--- src/design/multi_stepper_pulse_generator_unit_macros.svh ---
// Assertion macros shared by the stepper pulse generator RTL.
// Needs clk_i and rst_ni in the scope that uses the short form.
`ifndef MULTI_STEPPER_PULSE_GENERATOR_UNIT_MACROS_SVH
`define MULTI_STEPPER_PULSE_GENERATOR_UNIT_MACROS_SVH

// Check a property on a given clock, disabled while reset is low.
`define MSP_ASSERT_CLK(label, clk, rst_n, prop, msg) \
  label: assert property (@(posedge clk) disable iff (!rst_n) prop) else $error(msg);

// Check a property on clk_i with rst_ni.
`define MSP_ASSERT(label, prop, msg) \
  `MSP_ASSERT_CLK(label, clk_i, rst_ni, prop, msg)

`endif

--- src/design/msp_pkg.sv ---
// Package of the stepper pulse generator: widths, codes, motor record type.
// No dependencies; used by every module of the block.
package msp_pkg;

  localparam int MotorCountDefault = 4;
  localparam int SpeedW            = 16;
  localparam int IntervalW         = 20;
  localparam int PulseW            = 10;
  localparam int LedW              = 20;
  localparam int CfgIndexW         = 3;
  localparam int CfgDataW          = 20;
  localparam int LineCount         = 4;

  // One second in microsecond ticks, dividend of the interval divide.
  localparam logic [IntervalW-1:0] TicksPerSecond = 20'd1000000;

  typedef enum logic [CfgIndexW-1:0] {
    CFG_PULSE_WIDTH  = 3'd0,
    CFG_LED_HOLD     = 3'd1,
    CFG_ENABLE_LEVEL = 3'd2,
    CFG_PULSE_LEVEL  = 3'd3,
    CFG_LED_PRESENT  = 3'd4
  } msp_cfg_idx_e;

  typedef enum logic {
    ACT_TICK      = 1'b0,
    ACT_SET_SPEED = 1'b1
  } msp_action_e;

  // Per-motor state as held in the state memory.
  typedef struct packed {
    logic signed [SpeedW-1:0] speed;
    logic [IntervalW-1:0]     interval;
    logic [IntervalW-1:0]     elapsed;
    logic [PulseW-1:0]        pulse_rem;
    logic                     enabled;
    logic                     forward;
  } msp_rec_t;

  localparam msp_rec_t RecReset = '{
    speed:     '0,
    interval:  '0,
    elapsed:   '0,
    pulse_rem: '0,
    enabled:   1'b1,
    forward:   1'b1
  };

  // Interval raised above the pulse width.
  function automatic logic [IntervalW-1:0] clamp_interval(
    input logic [IntervalW-1:0] iv,
    input logic [PulseW-1:0]    pw
  );
    logic [IntervalW-1:0] pw_ext;
    pw_ext = IntervalW'(pw);
    if (iv <= pw_ext) begin
      clamp_interval = pw_ext + IntervalW'(1);
    end else begin
      clamp_interval = iv;
    end
  endfunction

endpackage

--- src/design/msp_state_mem.sv ---
// Per-motor state memory: one write port, one registered read port.
// Valid bits make never-written entries read as the reset record. Uses msp_pkg.
module msp_state_mem #(
  parameter int Depth = msp_pkg::MotorCountDefault,
  parameter int AddrW = 2
) (
  input  logic              clk_i,
  input  logic              rst_ni,
  input  logic              re_i,
  input  logic [AddrW-1:0]  raddr_i,
  output msp_pkg::msp_rec_t rdata_o,
  input  logic              we_i,
  input  logic [AddrW-1:0]  waddr_i,
  input  msp_pkg::msp_rec_t wdata_i
);
  import msp_pkg::*;

  msp_rec_t             ram_q [Depth];
  logic [Depth-1:0]     valid_q;
  msp_rec_t             rdata_q;
  logic                 rvalid_q;

  // Write and read the array.
  always_ff @(posedge clk_i) begin
    if (we_i) begin
      ram_q[waddr_i] <= wdata_i;
    end
    if (re_i) begin
      rdata_q <= ram_q[raddr_i];
    end
  end

  // Track written entries; hold the read entry's valid bit with its data.
  always_ff @(posedge clk_i or negedge rst_ni) begin
    if (!rst_ni) begin
      valid_q  <= '0;
      rvalid_q <= 1'b0;
    end else begin
      if (we_i) begin
        valid_q[waddr_i] <= 1'b1;
      end
      if (re_i) begin
        rvalid_q <= valid_q[raddr_i];
      end
    end
  end

  assign rdata_o = rvalid_q ? rdata_q : RecReset;

endmodule

--- src/design/msp_divider.sv ---
// Serial restoring divider: one second in ticks over a 16-bit magnitude.
// One quotient bit per cycle, done pulses one cycle. Uses msp_pkg.
module msp_divider (
  input  logic                          clk_i,
  input  logic                          rst_ni,
  input  logic                          start_i,
  input  logic [msp_pkg::SpeedW-1:0]    divisor_i,
  output logic [msp_pkg::IntervalW-1:0] quotient_o,
  output logic                          done_o
);
  import msp_pkg::*;

  localparam int Steps = IntervalW;
  localparam int CntW  = $clog2(Steps);

  logic [SpeedW-1:0]    div_q;
  logic [SpeedW-1:0]    rem_q, rem_d;
  logic [IntervalW-1:0] quo_q, quo_d;
  logic [CntW-1:0]      cnt_q;
  logic                 busy_q;
  logic                 done_q;
  logic [SpeedW:0]      trial;
  logic [SpeedW:0]      diff;

  // Shift in the next dividend bit and subtract when it fits.
  always_comb begin
    trial = {rem_q, quo_q[IntervalW-1]};
    diff  = trial - {1'b0, div_q};
    if (trial >= {1'b0, div_q}) begin
      rem_d = diff[SpeedW-1:0];
      quo_d = {quo_q[IntervalW-2:0], 1'b1};
    end else begin
      rem_d = trial[SpeedW-1:0];
      quo_d = {quo_q[IntervalW-2:0], 1'b0};
    end
  end

  // Payload registers.
  always_ff @(posedge clk_i) begin
    if (start_i) begin
      div_q <= divisor_i;
      rem_q <= '0;
      quo_q <= TicksPerSecond;
    end else if (busy_q) begin
      rem_q <= rem_d;
      quo_q <= quo_d;
    end
  end

  // Step counter and done pulse.
  always_ff @(posedge clk_i or negedge rst_ni) begin
    if (!rst_ni) begin
      cnt_q  <= '0;
      busy_q <= 1'b0;
      done_q <= 1'b0;
    end else begin
      // Pulse done on the cycle after the last step.
      done_q <= !start_i && busy_q && (cnt_q == CntW'(Steps - 1));
      if (start_i) begin
        cnt_q  <= '0;
        busy_q <= 1'b1;
      end else if (busy_q) begin
        cnt_q <= cnt_q + CntW'(1);
        if (cnt_q == CntW'(Steps - 1)) begin
          busy_q <= 1'b0;
        end
      end
    end
  end

  assign quotient_o = quo_q;
  assign done_o     = done_q;

endmodule

--- src/design/msp_motor_alu.sv ---
// Tick update of one motor record: pulse countdown, enable, direction, step.
// Combinational; uses msp_pkg.
module msp_motor_alu (
  input  msp_pkg::msp_rec_t           rec_i,
  input  logic [msp_pkg::PulseW-1:0]  pulse_width_i,
  output msp_pkg::msp_rec_t           rec_o,
  output logic                        stepped_o
);
  import msp_pkg::*;

  logic                 fwd;
  logic [IntervalW-1:0] el_inc;

  always_comb begin
    rec_o     = rec_i;
    stepped_o = 1'b0;
    fwd       = ~rec_i.speed[SpeedW-1];
    el_inc    = (rec_i.elapsed == '1) ? rec_i.elapsed : rec_i.elapsed + IntervalW'(1);
    if (rec_i.pulse_rem != '0) begin
      // Count the pulse down; restart the interval at its end.
      rec_o.pulse_rem = rec_i.pulse_rem - PulseW'(1);
      if (rec_i.pulse_rem == PulseW'(1)) begin
        rec_o.elapsed = '0;
      end
    end else begin
      rec_o.elapsed = el_inc;
      if (rec_i.speed == '0) begin
        rec_o.enabled = 1'b0;
      end else begin
        rec_o.enabled = 1'b1;
        // Flip direction and restart the interval on a sign change.
        if (rec_i.forward != fwd) begin
          rec_o.forward = fwd;
          rec_o.elapsed = '0;
        end
        if (rec_o.elapsed >= clamp_interval(rec_i.interval, pulse_width_i)) begin
          rec_o.pulse_rem = pulse_width_i;
          if (pulse_width_i == '0) begin
            rec_o.elapsed = '0;
          end
          stepped_o = 1'b1;
        end
      end
    end
  end

endmodule

--- src/design/multi_stepper_pulse_generator_unit.sv ---
// Top level of the stepper step/direction/enable pulse generator.
// Uses msp_pkg, msp_state_mem, msp_divider, msp_motor_alu and the macros header.
//
//  channel   | direction | handshake            | payload
//  ----------+-----------+----------------------+-------------------------------------
//  s_axis    | in        | tvalid/tready        | tuser: action; tdata: index, speed
//  m_axis    | out       | tvalid/tready        | tdata: enable, direction, pulse, led
//  cfg       | in        | cfg_valid/cfg_ready  | cfg_index, cfg_data
//
// A tick item does one state memory read-modify-write per motor.
// A set-speed item waits for the 20-step serial divider.
// Reset needs no clearing pass: per-entry valid bits return the reset record.
// The result register frees the input side; a new item is taken while a result waits,
// and the block holds its next result until the previous one is taken.
module multi_stepper_pulse_generator_unit #(
  parameter int MotorCount = msp_pkg::MotorCountDefault
) (
  input  logic                           clk_i,
  input  logic                           rst_ni,
  input  logic                           s_axis_tvalid,
  output logic                           s_axis_tready,
  input  logic [23:0]                    s_axis_tdata,  // motor_index[1:0], speed_value[17:2]
  input  logic                           s_axis_tuser,  // action[0]
  output logic                           m_axis_tvalid,
  input  logic                           m_axis_tready,
  output logic [15:0]                    m_axis_tdata,  // enable[3:0], direction[7:4],
                                                        // pulse[11:8], led[12]
  input  logic                           cfg_valid_i,
  output logic                           cfg_ready_o,
  input  logic [msp_pkg::CfgIndexW-1:0]  cfg_index_i,
  input  logic [msp_pkg::CfgDataW-1:0]   cfg_data_i
);
  import msp_pkg::*;

`include "multi_stepper_pulse_generator_unit_macros.svh"

  localparam int AddrW    = (MotorCount > 1) ? $clog2(MotorCount) : 1;
  localparam int LineW    = (MotorCount < LineCount) ? MotorCount : LineCount;
  localparam logic [LineCount-1:0] LineMask = LineCount'((1 << LineW) - 1);

  typedef enum logic [3:0] {
    ST_IDLE = 4'b0001,
    ST_TICK = 4'b0010,
    ST_DIV  = 4'b0100,
    ST_DONE = 4'b1000
  } msp_state_e;

  msp_state_e state_q, state_d;

  // Configuration registers.
  logic [PulseW-1:0] pw_q;
  logic [LedW-1:0]   led_hold_q;
  logic              en_lvl_q;
  logic              pls_lvl_q;
  logic              led_present_q;

  // Item and sequencing registers.
  logic [1:0]              idx_q;
  logic signed [SpeedW-1:0] spd_q;
  logic [AddrW-1:0]        cur_q;
  logic                    stepped_q;
  logic [LedW-1:0]         led_rem_q;
  logic                    led_on_q;
  logic [LineW-1:0]        en_img_q, fwd_img_q, pls_img_q;
  logic                    m_valid_q;
  logic [15:0]             m_data_q;

  // Memory, divider and update unit connections.
  logic             mem_re, mem_we;
  logic [AddrW-1:0] mem_raddr, mem_waddr;
  msp_rec_t         mem_rdata, mem_wdata;
  msp_rec_t         alu_rec;
  logic             alu_stepped;
  logic             div_start, div_done;
  logic [IntervalW-1:0] div_quo;

  logic                 s_accept;
  logic                 is_tick;
  logic [1:0]           in_idx;
  logic signed [SpeedW-1:0] in_spd;
  logic [SpeedW-1:0]    in_mag;
  logic                 idx_ok;
  logic                 last_motor;
  logic                 out_load;
  logic [IntervalW-1:0] set_interval;
  msp_rec_t             set_rec;
  logic [LineCount-1:0] en_line, fwd_line, pls_line;
  logic                 led_line;
  logic                 stepped_all;

  assign s_axis_tready = (state_q == ST_IDLE);
  assign s_accept      = s_axis_tvalid && s_axis_tready;
  assign is_tick       = (msp_action_e'(s_axis_tuser) == ACT_TICK);
  assign in_idx        = s_axis_tdata[1:0];
  assign in_spd        = s_axis_tdata[17:2];
  assign in_mag        = in_spd[SpeedW-1] ? (~in_spd + SpeedW'(1)) : in_spd;
  assign idx_ok        = (int'(idx_q) < MotorCount);
  assign last_motor    = (cur_q == AddrW'(MotorCount - 1));
  assign out_load      = (state_q == ST_DONE) && (!m_valid_q || m_axis_tready);
  assign stepped_all   = stepped_q || alu_stepped;
  assign cfg_ready_o   = 1'b1;

  msp_state_mem #(
    .Depth (MotorCount),
    .AddrW (AddrW)
  ) u_mem (
    .clk_i   (clk_i),
    .rst_ni  (rst_ni),
    .re_i    (mem_re),
    .raddr_i (mem_raddr),
    .rdata_o (mem_rdata),
    .we_i    (mem_we),
    .waddr_i (mem_waddr),
    .wdata_i (mem_wdata)
  );

  msp_divider u_div (
    .clk_i      (clk_i),
    .rst_ni     (rst_ni),
    .start_i    (div_start),
    .divisor_i  (in_mag),
    .quotient_o (div_quo),
    .done_o     (div_done)
  );

  msp_motor_alu u_alu (
    .rec_i         (mem_rdata),
    .pulse_width_i (pw_q),
    .rec_o         (alu_rec),
    .stepped_o     (alu_stepped)
  );

  // Merge a new speed and interval into the stored record.
  always_comb begin
    set_interval = (spd_q == '0) ? '0 : clamp_interval(div_quo, pw_q);
    set_rec          = mem_rdata;
    set_rec.speed    = spd_q;
    set_rec.interval = set_interval;
  end

  // Sequence memory reads, writes and the divider.
  always_comb begin
    state_d   = state_q;
    mem_re    = 1'b0;
    mem_raddr = cur_q + AddrW'(1);
    mem_we    = 1'b0;
    mem_waddr = cur_q;
    mem_wdata = alu_rec;
    div_start = 1'b0;
    case (state_q)
      ST_IDLE: begin
        if (s_accept) begin
          mem_re = 1'b1;
          if (is_tick) begin
            mem_raddr = '0;
            state_d   = ST_TICK;
          end else begin
            mem_raddr = AddrW'(in_idx);
            div_start = 1'b1;
            state_d   = ST_DIV;
          end
        end
      end
      ST_TICK: begin
        mem_we = 1'b1;
        if (last_motor) begin
          state_d = ST_DONE;
        end else begin
          mem_re = 1'b1;
        end
      end
      ST_DIV: begin
        if (div_done) begin
          mem_we    = idx_ok;
          mem_waddr = AddrW'(idx_q);
          mem_wdata = set_rec;
          state_d   = ST_DONE;
        end
      end
      ST_DONE: begin
        if (out_load) begin
          state_d = ST_IDLE;
        end
      end
      default: begin
        state_d = ST_IDLE;
      end
    endcase
  end

  // Build the line levels from the images and the configured polarities.
  always_comb begin
    en_line  = ~(LineCount'(en_img_q) ^ {LineCount{en_lvl_q}}) & LineMask;
    fwd_line = LineCount'(fwd_img_q);
    pls_line = ~(LineCount'(pls_img_q) ^ {LineCount{pls_lvl_q}}) & LineMask;
    led_line = led_on_q & led_present_q;
  end

  // Hold the item fields of an accepted item and load the result data word.
  always_ff @(posedge clk_i) begin
    if (s_accept) begin
      idx_q <= in_idx;
      spd_q <= in_spd;
    end
    if (out_load) begin
      m_data_q <= {3'b000, led_line, pls_line, fwd_line, en_line};
    end
  end

  // Control state, configuration, line images, the LED and the result valid flag.
  always_ff @(posedge clk_i or negedge rst_ni) begin
    if (!rst_ni) begin
      state_q       <= ST_IDLE;
      pw_q          <= PulseW'(10);
      led_hold_q    <= LedW'(50000);
      en_lvl_q      <= 1'b0;
      pls_lvl_q     <= 1'b1;
      led_present_q <= 1'b1;
      cur_q         <= '0;
      stepped_q     <= 1'b0;
      led_rem_q     <= '0;
      led_on_q      <= 1'b0;
      en_img_q      <= '1;
      fwd_img_q     <= '1;
      pls_img_q     <= '0;
      m_valid_q     <= 1'b0;
    end else begin
      state_q <= state_d;

      // Take configuration writes.
      if (cfg_valid_i) begin
        case (msp_cfg_idx_e'(cfg_index_i))
          CFG_PULSE_WIDTH:  pw_q          <= cfg_data_i[PulseW-1:0];
          CFG_LED_HOLD:     led_hold_q    <= cfg_data_i[LedW-1:0];
          CFG_ENABLE_LEVEL: en_lvl_q      <= cfg_data_i[0];
          CFG_PULSE_LEVEL:  pls_lvl_q     <= cfg_data_i[0];
          CFG_LED_PRESENT:  led_present_q <= cfg_data_i[0];
          default: begin
          end
        endcase
      end

      // Start a tick sweep at motor zero.
      if (s_accept && is_tick) begin
        cur_q     <= '0;
        stepped_q <= 1'b0;
      end

      // Advance the sweep, mirror the written motor into the line images.
      if (state_q == ST_TICK) begin
        cur_q     <= cur_q + AddrW'(1);
        stepped_q <= stepped_all;
        for (int j = 0; j < LineW; j++) begin
          if (cur_q == AddrW'(j)) begin
            en_img_q[j]  <= alu_rec.enabled;
            fwd_img_q[j] <= alu_rec.forward;
            pls_img_q[j] <= (alu_rec.pulse_rem != '0);
          end
        end
        // Update the activity LED after the last motor.
        if (last_motor) begin
          if (led_present_q) begin
            if (stepped_all) begin
              led_rem_q <= led_hold_q;
              led_on_q  <= 1'b1;
            end else if (led_on_q) begin
              if (led_rem_q == '0) begin
                led_on_q <= 1'b0;
              end else begin
                led_rem_q <= led_rem_q - LedW'(1);
              end
            end
          end else begin
            led_on_q <= 1'b0;
          end
        end
      end

      // Load or drop the result register.
      if (out_load) begin
        m_valid_q <= 1'b1;
      end else if (m_axis_tready) begin
        m_valid_q <= 1'b0;
      end
    end
  end

  assign m_axis_tvalid = m_valid_q;
  assign m_axis_tdata  = m_data_q;

  `MSP_ASSERT(a_mem_no_same_entry, !(mem_we && mem_re && (mem_waddr == mem_raddr)), "state memory read and write hit one entry")
  `MSP_ASSERT(a_div_done_in_div, div_done |-> (state_q == ST_DIV), "divider finished outside the divide state")
  `MSP_ASSERT(a_sweep_in_range, (state_q == ST_TICK) |-> (int'(cur_q) < MotorCount), "tick sweep past the last motor")
  `MSP_ASSERT(a_result_from_done, $rose(m_valid_q) |-> ($past(state_q) == ST_DONE), "result loaded outside the done state")

endmodule

--- config.mk ---
export PLATFORM = sky130hd
export DESIGN_NAME = multi_stepper_pulse_generator_unit
export DESIGN_NICKNAME = d
export VERILOG_FILES = /design/src/design/msp_pkg.sv /design/src/design/msp_state_mem.sv /design/src/design/msp_divider.sv /design/src/design/msp_motor_alu.sv /design/src/design/multi_stepper_pulse_generator_unit.sv
export VERILOG_INCLUDE_DIRS = /design/src /design/src/design
export SDC_FILE = /design/constraint.sdc
export NUM_CORES = 1
export LEC_CHECK = 0
export BUFFER_PORTS_ARGS = -buffer_cell sky130_fd_sc_hd__buf_2
export CORE_AREA = 8 8 271 273
export CTS_BUF_LIST = sky130_fd_sc_hd__clkbuf_16
export CTS_CLUSTER_SIZE = 10
export DETAILED_ROUTE_END_ITERATION = 10
export DIE_AREA = 0 0 279 281
export PLACE_DENSITY = 0.55
export RECOVER_POWER = 25
export SLEW_MARGIN = 20
export SYNTH_ARGS = -nofsm -noshare
export SYNTH_HDL_FRONTEND = slang
export SYNTH_SLANG_ARGS = --single-unit
--- constraint.sdc ---
create_clock -name clk_i -period 11.9 [get_ports clk_i]
set_clock_uncertainty 0.2 [all_clocks]
set_input_delay 0.595 -clock clk_i [delete_from_list [all_inputs] [get_ports clk_i]]
set_output_delay 0.595 -clock clk_i [all_outputs]
set_load 0.005 [all_outputs]
==> results of run 1 <==
==> metal layers <==
layer,share of wire [%],up-vias,global-route usage (%)
met1,46,8231,19.3
met3,3.8,83,1.91
met5,0,-,0
li1,-,7882,-
met4,2.1,0,4.37
met2,48,327,24.4
==> synthesized netlist by cell type, types with 8 or more instances <==
cell,n
o31ai_1,9
mux2i_1,39
nor4_1,24
dfstp_2,19
nor3_1,32
o21ai_0,104
inv_1,65
a21oi_1,102
a211oi_1,73
dfrtp_1,67
nand3_1,62
xor2_1,19
o22ai_1,8
nor2b_1,13
or3_1,10
and3_1,10
and2_1,69
nand4_1,20
clkbuf_1,98
nor2_1,104
o211ai_1,10
nand2_1,334
and2_0,8
xnor2_1,49
or2_2,8
edfxtp_1,387
a21o_1,12
a31oi_1,85
ha_1,67
mux2_2,30
dfxtp_1,36
nand2b_1,18
==> worst max-delay path by stage <==
stage	start	end	slack, ns	cells past startpoint
finish	u_mem.rvalid_q	u_mem.ram_q[0][30]	4.37	21
global route	u_mem.rvalid_q	led_rem_q[1]	3.81	23
CTS	u_mem.rvalid_q	u_mem.ram_q[0][30]	4.45	21
detailed placement	u_mem.rvalid_q	u_mem.ram_q[2][30]	4.48	21
global placement	u_mem.rvalid_q	u_mem.ram_q[3][30]	4.60	21
floorplan	state_q[2]	u_mem.valid_q[1]	4.46	8
==> layout by cell type (no fill, tap or decap), types with 6 or more instances in the layout <==
cell / n
o22ai_1: 8
buf_4: 26
o211ai_1: 10
a211oi_1: 73
dlygate4sd3_1: 25
o21a_1: 6
o21ai_1: 6
clkbuf_1: 38
nor4_1: 24
nand2b_1: 18
inv_1: 108
nand4_1: 20
nand2_1: 334
nand3_1: 61
or3_1: 10
ha_1: 67
a21o_1: 12
and2_0: 8
nor2_1: 104
a31oi_1: 84
dfxtp_1: 36
buf_2: 27
clkbuf_16: 58
dfstp_2: 14
nor2b_1: 13
xnor2_1: 49
edfxtp_1: 387
mux2i_1: 39
and2_1: 69
o21ai_0: 103
and3_1: 10
nor3_1: 32
mux2_2: 29
dfrtp_1: 65
or2_2: 8
o31ai_1: 9
a21oi_1: 101
xor2_1: 19
==> area by class of cell <==
class                      instances  area (um2)
timing repair buffer             116         723
clock buffer                      58        1450
tap                              940        1180
fill                            6650       42100
sequential                       509       14500
antenna                            1        2.50
clock inverter                    52         244
inverter                          66         248
multi-input combinational       1418        8810
==> state kept, by name, indices dropped and copies added (netlist names), 2 cells and up <==
signal / cells
cur_q: 2
en_img_q: 4
fwd_img_q: 4
idx_q: 2
led_hold_q: 20
led_rem_q: 20
m_axis_tdata: 13
pls_img_q: 4
pw_q: 10
spd_q: 16
state_q: 4
u_div.cnt_q: 5
u_div.div_q: 16
u_div.quotient_o: 20
u_div.rem_q: 16
u_mem.ram_q: 272
u_mem.rdata_q: 68
u_mem.valid_q: 4
==> per-stage QoR <==
stage	total power, mW	cells	instance area, um2	utilization, %	hold WS (ns)
after floorplan	4.60	2109	23900	-	0.0994
after global placement	5.25	3024	25300	36.5	0.253
after detailed placement	5.34	3024	25300	36.5	0.260
after CTS	6.94	3159	27200	39.3	0.00392
after global routing	7.34	3160	27200	39.2	0.0241
final	6.88	3160	27200	39.2	0.0333
==> report_power, final <==
group	internal (mW)	leakage [nW]	switching (mW)
clock	0.879	0.978	0.696
sequential	2.52	4.92	0.281
combinational	0.881	4.35	1.62
==> cells by family after synthesis <==
logic type	count (synthesis)	share of synthesized area [%]
xor+xnor	69	2.56
buf+inv	182	3.05
compound gates	466	12.3
flops	509	60.7
mux	69	3.05
fa+ha+maj	69	3.63
simple gates	741	14.7
other cells	2	0.0314
==> critical path, cell delays in order, from the launching register on <==
cell	delay (ns)
dfrtp_2	0.74
buf_4	0.69
nand2_1	0.17
inv_1	0.12
ha_1	0.14
o21ai_0	0.09
nand2b_1	0.08
a21oi_1	0.07
maj3_1	0.36
o311ai_0	0.52
nand2_1	0.48
mux2i_1	0.37
ha_1	0.31
a21oi_1	0.14
o21ai_0	0.12
a22oi_1	0.23
a21boi_0	0.20
nand2b_1	0.36
a21o_1	0.24
a21oi_1	0.88
nand2_1	0.30
o21ai_0	0.44
==> summary.txt, run 1 <==
Area leader, netlist - edfxtp_1
Commonest register cell after synthesis - edfxtp_1
Worst Path Required - 12.06 ns
DR vias/cell - 5.23
Synthesized cell area - 23900 um2
Vias in the first global route - 16.2k
Clk_lat worst skew - 0.63 ns
Average wire per standard cell - 18.3 um
Die width - 279 um
Worst-margin pin slew - 3.32 ns
RSZ-0062 raised after global routing - false
CTS Buffer Depth - 3
Kind of critical path - flip-flop to flip-flop
Largest net degree at the start of global routing - 89
Residual DRC - 0
FF-to-FF path depth - 21
Avg Cell Area, Syn - 11.3 um2
Die height - 281 um
CTS tree - built
Post-synthesis sequential area ratio - 60.7%
Initial core utilization - 34.5%
Synth-to-layout area growth - 13.6%
Number of placement rows - 97
Power Density - 253 nW/um2
Hold Path Depth - 2
GP Congestion - 0.862
Core Box Area - 69300 um2
Synth area leaders - edfxtp_1, dfrtp_1, nand2_1
ANT nets after route - 0
Antenna violations before repair - 1
Post-CTS Resized - 0
Min Tclk post-route - 7.53 ns
Hold Crit Start - cfg_data_i[18]
First drt pass iteration count - 5
CTS H-tree depth - 2
Total clock sinks - 509
DR iter-0 viols - 1255
Max_slew headroom - -121%
Status - complete, but fails checks
Reg clk slew, reported paths - 0.06 ns
Setup TNS - 0 ns
Yosys cell types - 82
Routed wire length - 57.9 mm
Layout cells sized above 1 - 8.88%
Max-slew violations - 109
Post-Place Worst Slack - 4.48 ns
Worst hold path class - input port to flip-flop
Grt ovf - 0
Hold EP - led_hold_q[18]
LEAKAGE - 10.2 nW
Post-detail-place hpwl - 37.2 mm
Num CTS Buffers - 58
Tcrit/Tclk final - 63.3%
CP startpoint kind - flip-flop
Post-synth top area share - 48.6%
I/O pins - 72
Reg2reg start - u_mem.rvalid_q
First-pass GRT wire length - 90.7 mm
Flop2flop setup slack - 4.37 ns
Failing checks - max-capacitance violations, max-slew violations
Via count - 16.5k
PortBufs - 61
Reg2reg end - u_mem.ram_q[0][30]
Hold-fix buffers, CTS - 25
YS warnings - 0
Post-synth EDFFs - 387
Async SR Flop Fraction - 16.9%
Total Nets Final - 2290
Max-cap violations - 2
CP arrival - 7.70 ns
Die area - 78400 um2
Largest fanout on the critical path - 65
F_max - 133 MHz
GRT Util Overall - 14.5%
Mapped Cells - 2107
Final setup viols - 0
Final hold vios - 0
Synthesized flop and latch total - 509
Root Buffer - clkbuf_16
Setup bufs post-CTS - 0
Fin worst setup slack - 4.37 ns
Crit end category - flip-flop
VDD IR max - 201 uV
Power figures use the tool's default switching activity.
==> inputs of run 2 (changes only) <==
--- a/config.mk
+++ b/config.mk
@@ -12,7 +12,7 @@
 export CTS_CLUSTER_SIZE = 10
 export DETAILED_ROUTE_END_ITERATION = 10
 export DIE_AREA = 0 0 279 281
-export PLACE_DENSITY = 0.55
+export PLACE_DENSITY = 0.56
 export RECOVER_POWER = 25
 export SLEW_MARGIN = 20
 export SYNTH_ARGS = -nofsm -noshare
==> constraint.sdc (replaced) <==
create_clock -name clk_i -period 6.8 [get_ports clk_i]
set_clock_uncertainty 0.2 [all_clocks]
set_input_delay 0.34 -clock clk_i [delete_from_list [all_inputs] [get_ports clk_i]]
set_output_delay 0.34 -clock clk_i [all_outputs]
set_load 0.005 [all_outputs]
==> summary.txt, run 2 (synthesis results as in run 1) <==
Status - complete, but fails checks
Failing checks - max-capacitance violations, max-slew violations
Crit end category - flip-flop
WL met2 - 27.3 mm
Tcrit/Tclk final - 91.3%
Number of flip-flops in the largest register - 272
Slowest CP cell - dfrtp_2
First drt pass iteration count - 5
Buffers & Inverters on Critical Path - 2
Average wire per standard cell - 18.3 um
Placed insts - 3028
Max_slew headroom - -171%
Die width - 279 um
CP arrival - 6.45 ns
CTS tree - built
Die area - 78400 um2
Via count - 16.6k
Routed wire length - 58.0 mm
Number of placement rows - 97
ANT nets after route - 0
GP Congestion - 0.898
DR iter-0 viols - 1060
Die height - 281 um
Power Density - 440 nW/um2
Filler cells - 6583
LEAKAGE - 10.3 nW
Wl on met1 - 26.6 mm
GRT Util Overall - 14.5%
Grt ovf - 0
Post-detail-place hpwl - 36.9 mm
Layout cells sized above 1 - 9.39%
Final hold vios - 0
PortBufs - 61
Largest fanout on the critical path - 22
Highest metal used - met4
Setup bufs post-CTS - 0
Worst-margin pin slew - 4.06 ns
Initial core utilization - 34.5%
Worst hold path class - input port to async pin
Crit path max-delay family - simple AND/OR/NAND/NOR gates
Reg clk slew, reported paths - 0.06 ns
Kind of critical path - flip-flop to flip-flop
Vias in the first global route - 16.4k
Max-cap violations - 2
Max-slew violations - 122
Total Nets Final - 2316
CP startpoint kind - flip-flop
Largest net degree at the start of global routing - 139
RSZ-0062 raised after global routing - false
Min Tclk post-route - 6.21 ns
Non-filler instance count after layout - 3176
Root Buffer - clkbuf_16
I/O pins - 72
First-pass GRT wire length - 91.8 mm
Most frequent cells in the layout - edfxtp_1, nand2_1, nor2_1
DR vias/cell - 5.22
Crit path largest cell delay - 0.70 ns
CTS H-tree depth - 2
Final setup viols - 0
Synth-to-layout area growth - 14.7%
Residual DRC - 0
Core Box Area - 69300 um2
Antenna violations before repair - 0
Commonest non-fill, non-tap cell in the layout - edfxtp_1
Num CTS Buffers - 58
Total clock sinks - 509
Routed wl met3 - 2.46 mm
Critical-path cell list - buf_4 -> nand2_1 -> inv_1 -> ha_1 -> nand4_1 -> or4_4 -> and3_4 -> and3_1 -> nand3_1 -> xor2_1 -> nor2_1 -> ha_1 -> a21oi_1 -> o21ai_0 -> o21ai_1 -> a31oi_1 -> a31oi_1 -> o22a_1 -> nor4_2 -> o21ai_0
ANT cells - 0
Flop2flop setup slack - 0.59 ns
CTS Buffer Depth - 3
F_max - 161 MHz
VDD IR max - 425 uV
Power, Total - 12.1 mW
Biggest regs - u_mem.ram_q x272, u_mem.rdata_q x68
Reg with most FFs - u_mem.ram_q
Worst Path Required - 7.05 ns
Clk_lat worst skew - 0.60 ns
[run 2: cell types whose count changed in the layout (fill, tap and decap cells not counted), sizes merged]
cell / delta
buf: +7
clkinv: -1
clkinvlp: -1
diode: -1
dlygate4sd3: +22
inv: -10
[run 2: final timing paths]
kind                                  startpoint          endpoint  cells past startpoint
worst max-delay path              u_mem.rvalid_q      pls_img_q[1]                     20
worst min-delay path                      rst_ni      fwd_img_q[2]                      2
worst max register to register    u_mem.rvalid_q      pls_img_q[1]                     20
worst min register to register  u_mem.valid_q[3]  u_mem.valid_q[3]                      1
max in group asynchronous                 rst_ni    u_mem.rvalid_q                      3
min in group clk_i              u_mem.valid_q[3]  u_mem.valid_q[3]                      1
[run 2: what timing repair did]
action / in CTS / in global routing
setup endpoints to repair: 0 / 13
gates resized for setup: 0 / 2
hold buffers: 47 / 0
hold endpoints to repair: 140 / 0
[run 2: layout make-up]
type	count	area [um2]	share of cell area (%)
well taps	940	1180	4.29
multi-input cells	1418	8810	32.1
clock buffers	61	1530	5.57
clock inverters	40	154	0.561
flip-flops and latches	509	14500	52.9
repair buffers	142	990	3.61
inverters	66	248	0.903
[run 2: routing by layer]
metal / up-vias / track usage [%]
met2: 367 / 24.3
met1: 8202 / 19.5
met4: 0 / 4.85
li1: 7912 / -
met5: - / 0
met3: 92 / 1.87
[run 2: power by group]
part | total (mW) | switching [mW] | internal, mW | leakage [nW]
Clock | 2.75 | 1.17 | 1.58 | 0.953
Combinational | 4.41 | 2.83 | 1.58 | 4.47
Sequential | 4.90 | 0.485 | 4.42 | 4.92
Total | 12.1 | 4.49 | 7.58 | 10.3
[run 2: per-stage QoR]
step                      worst slack (ns)  util, %  setup TNS, ns  hold slack (ns)  instance area, um2
after floorplan                     -0.639        -         -80.96           -0.156               23900
after global placement               0.597     36.6              0          -0.0147               25300
after detailed placement             0.518     36.6              0          -0.0147               25300
after CTS                            0.440     39.7              0           0.0235               27500
after global routing                0.0932     39.6              0            0.204               27400
final                                0.594     39.6              0            0.151               27400
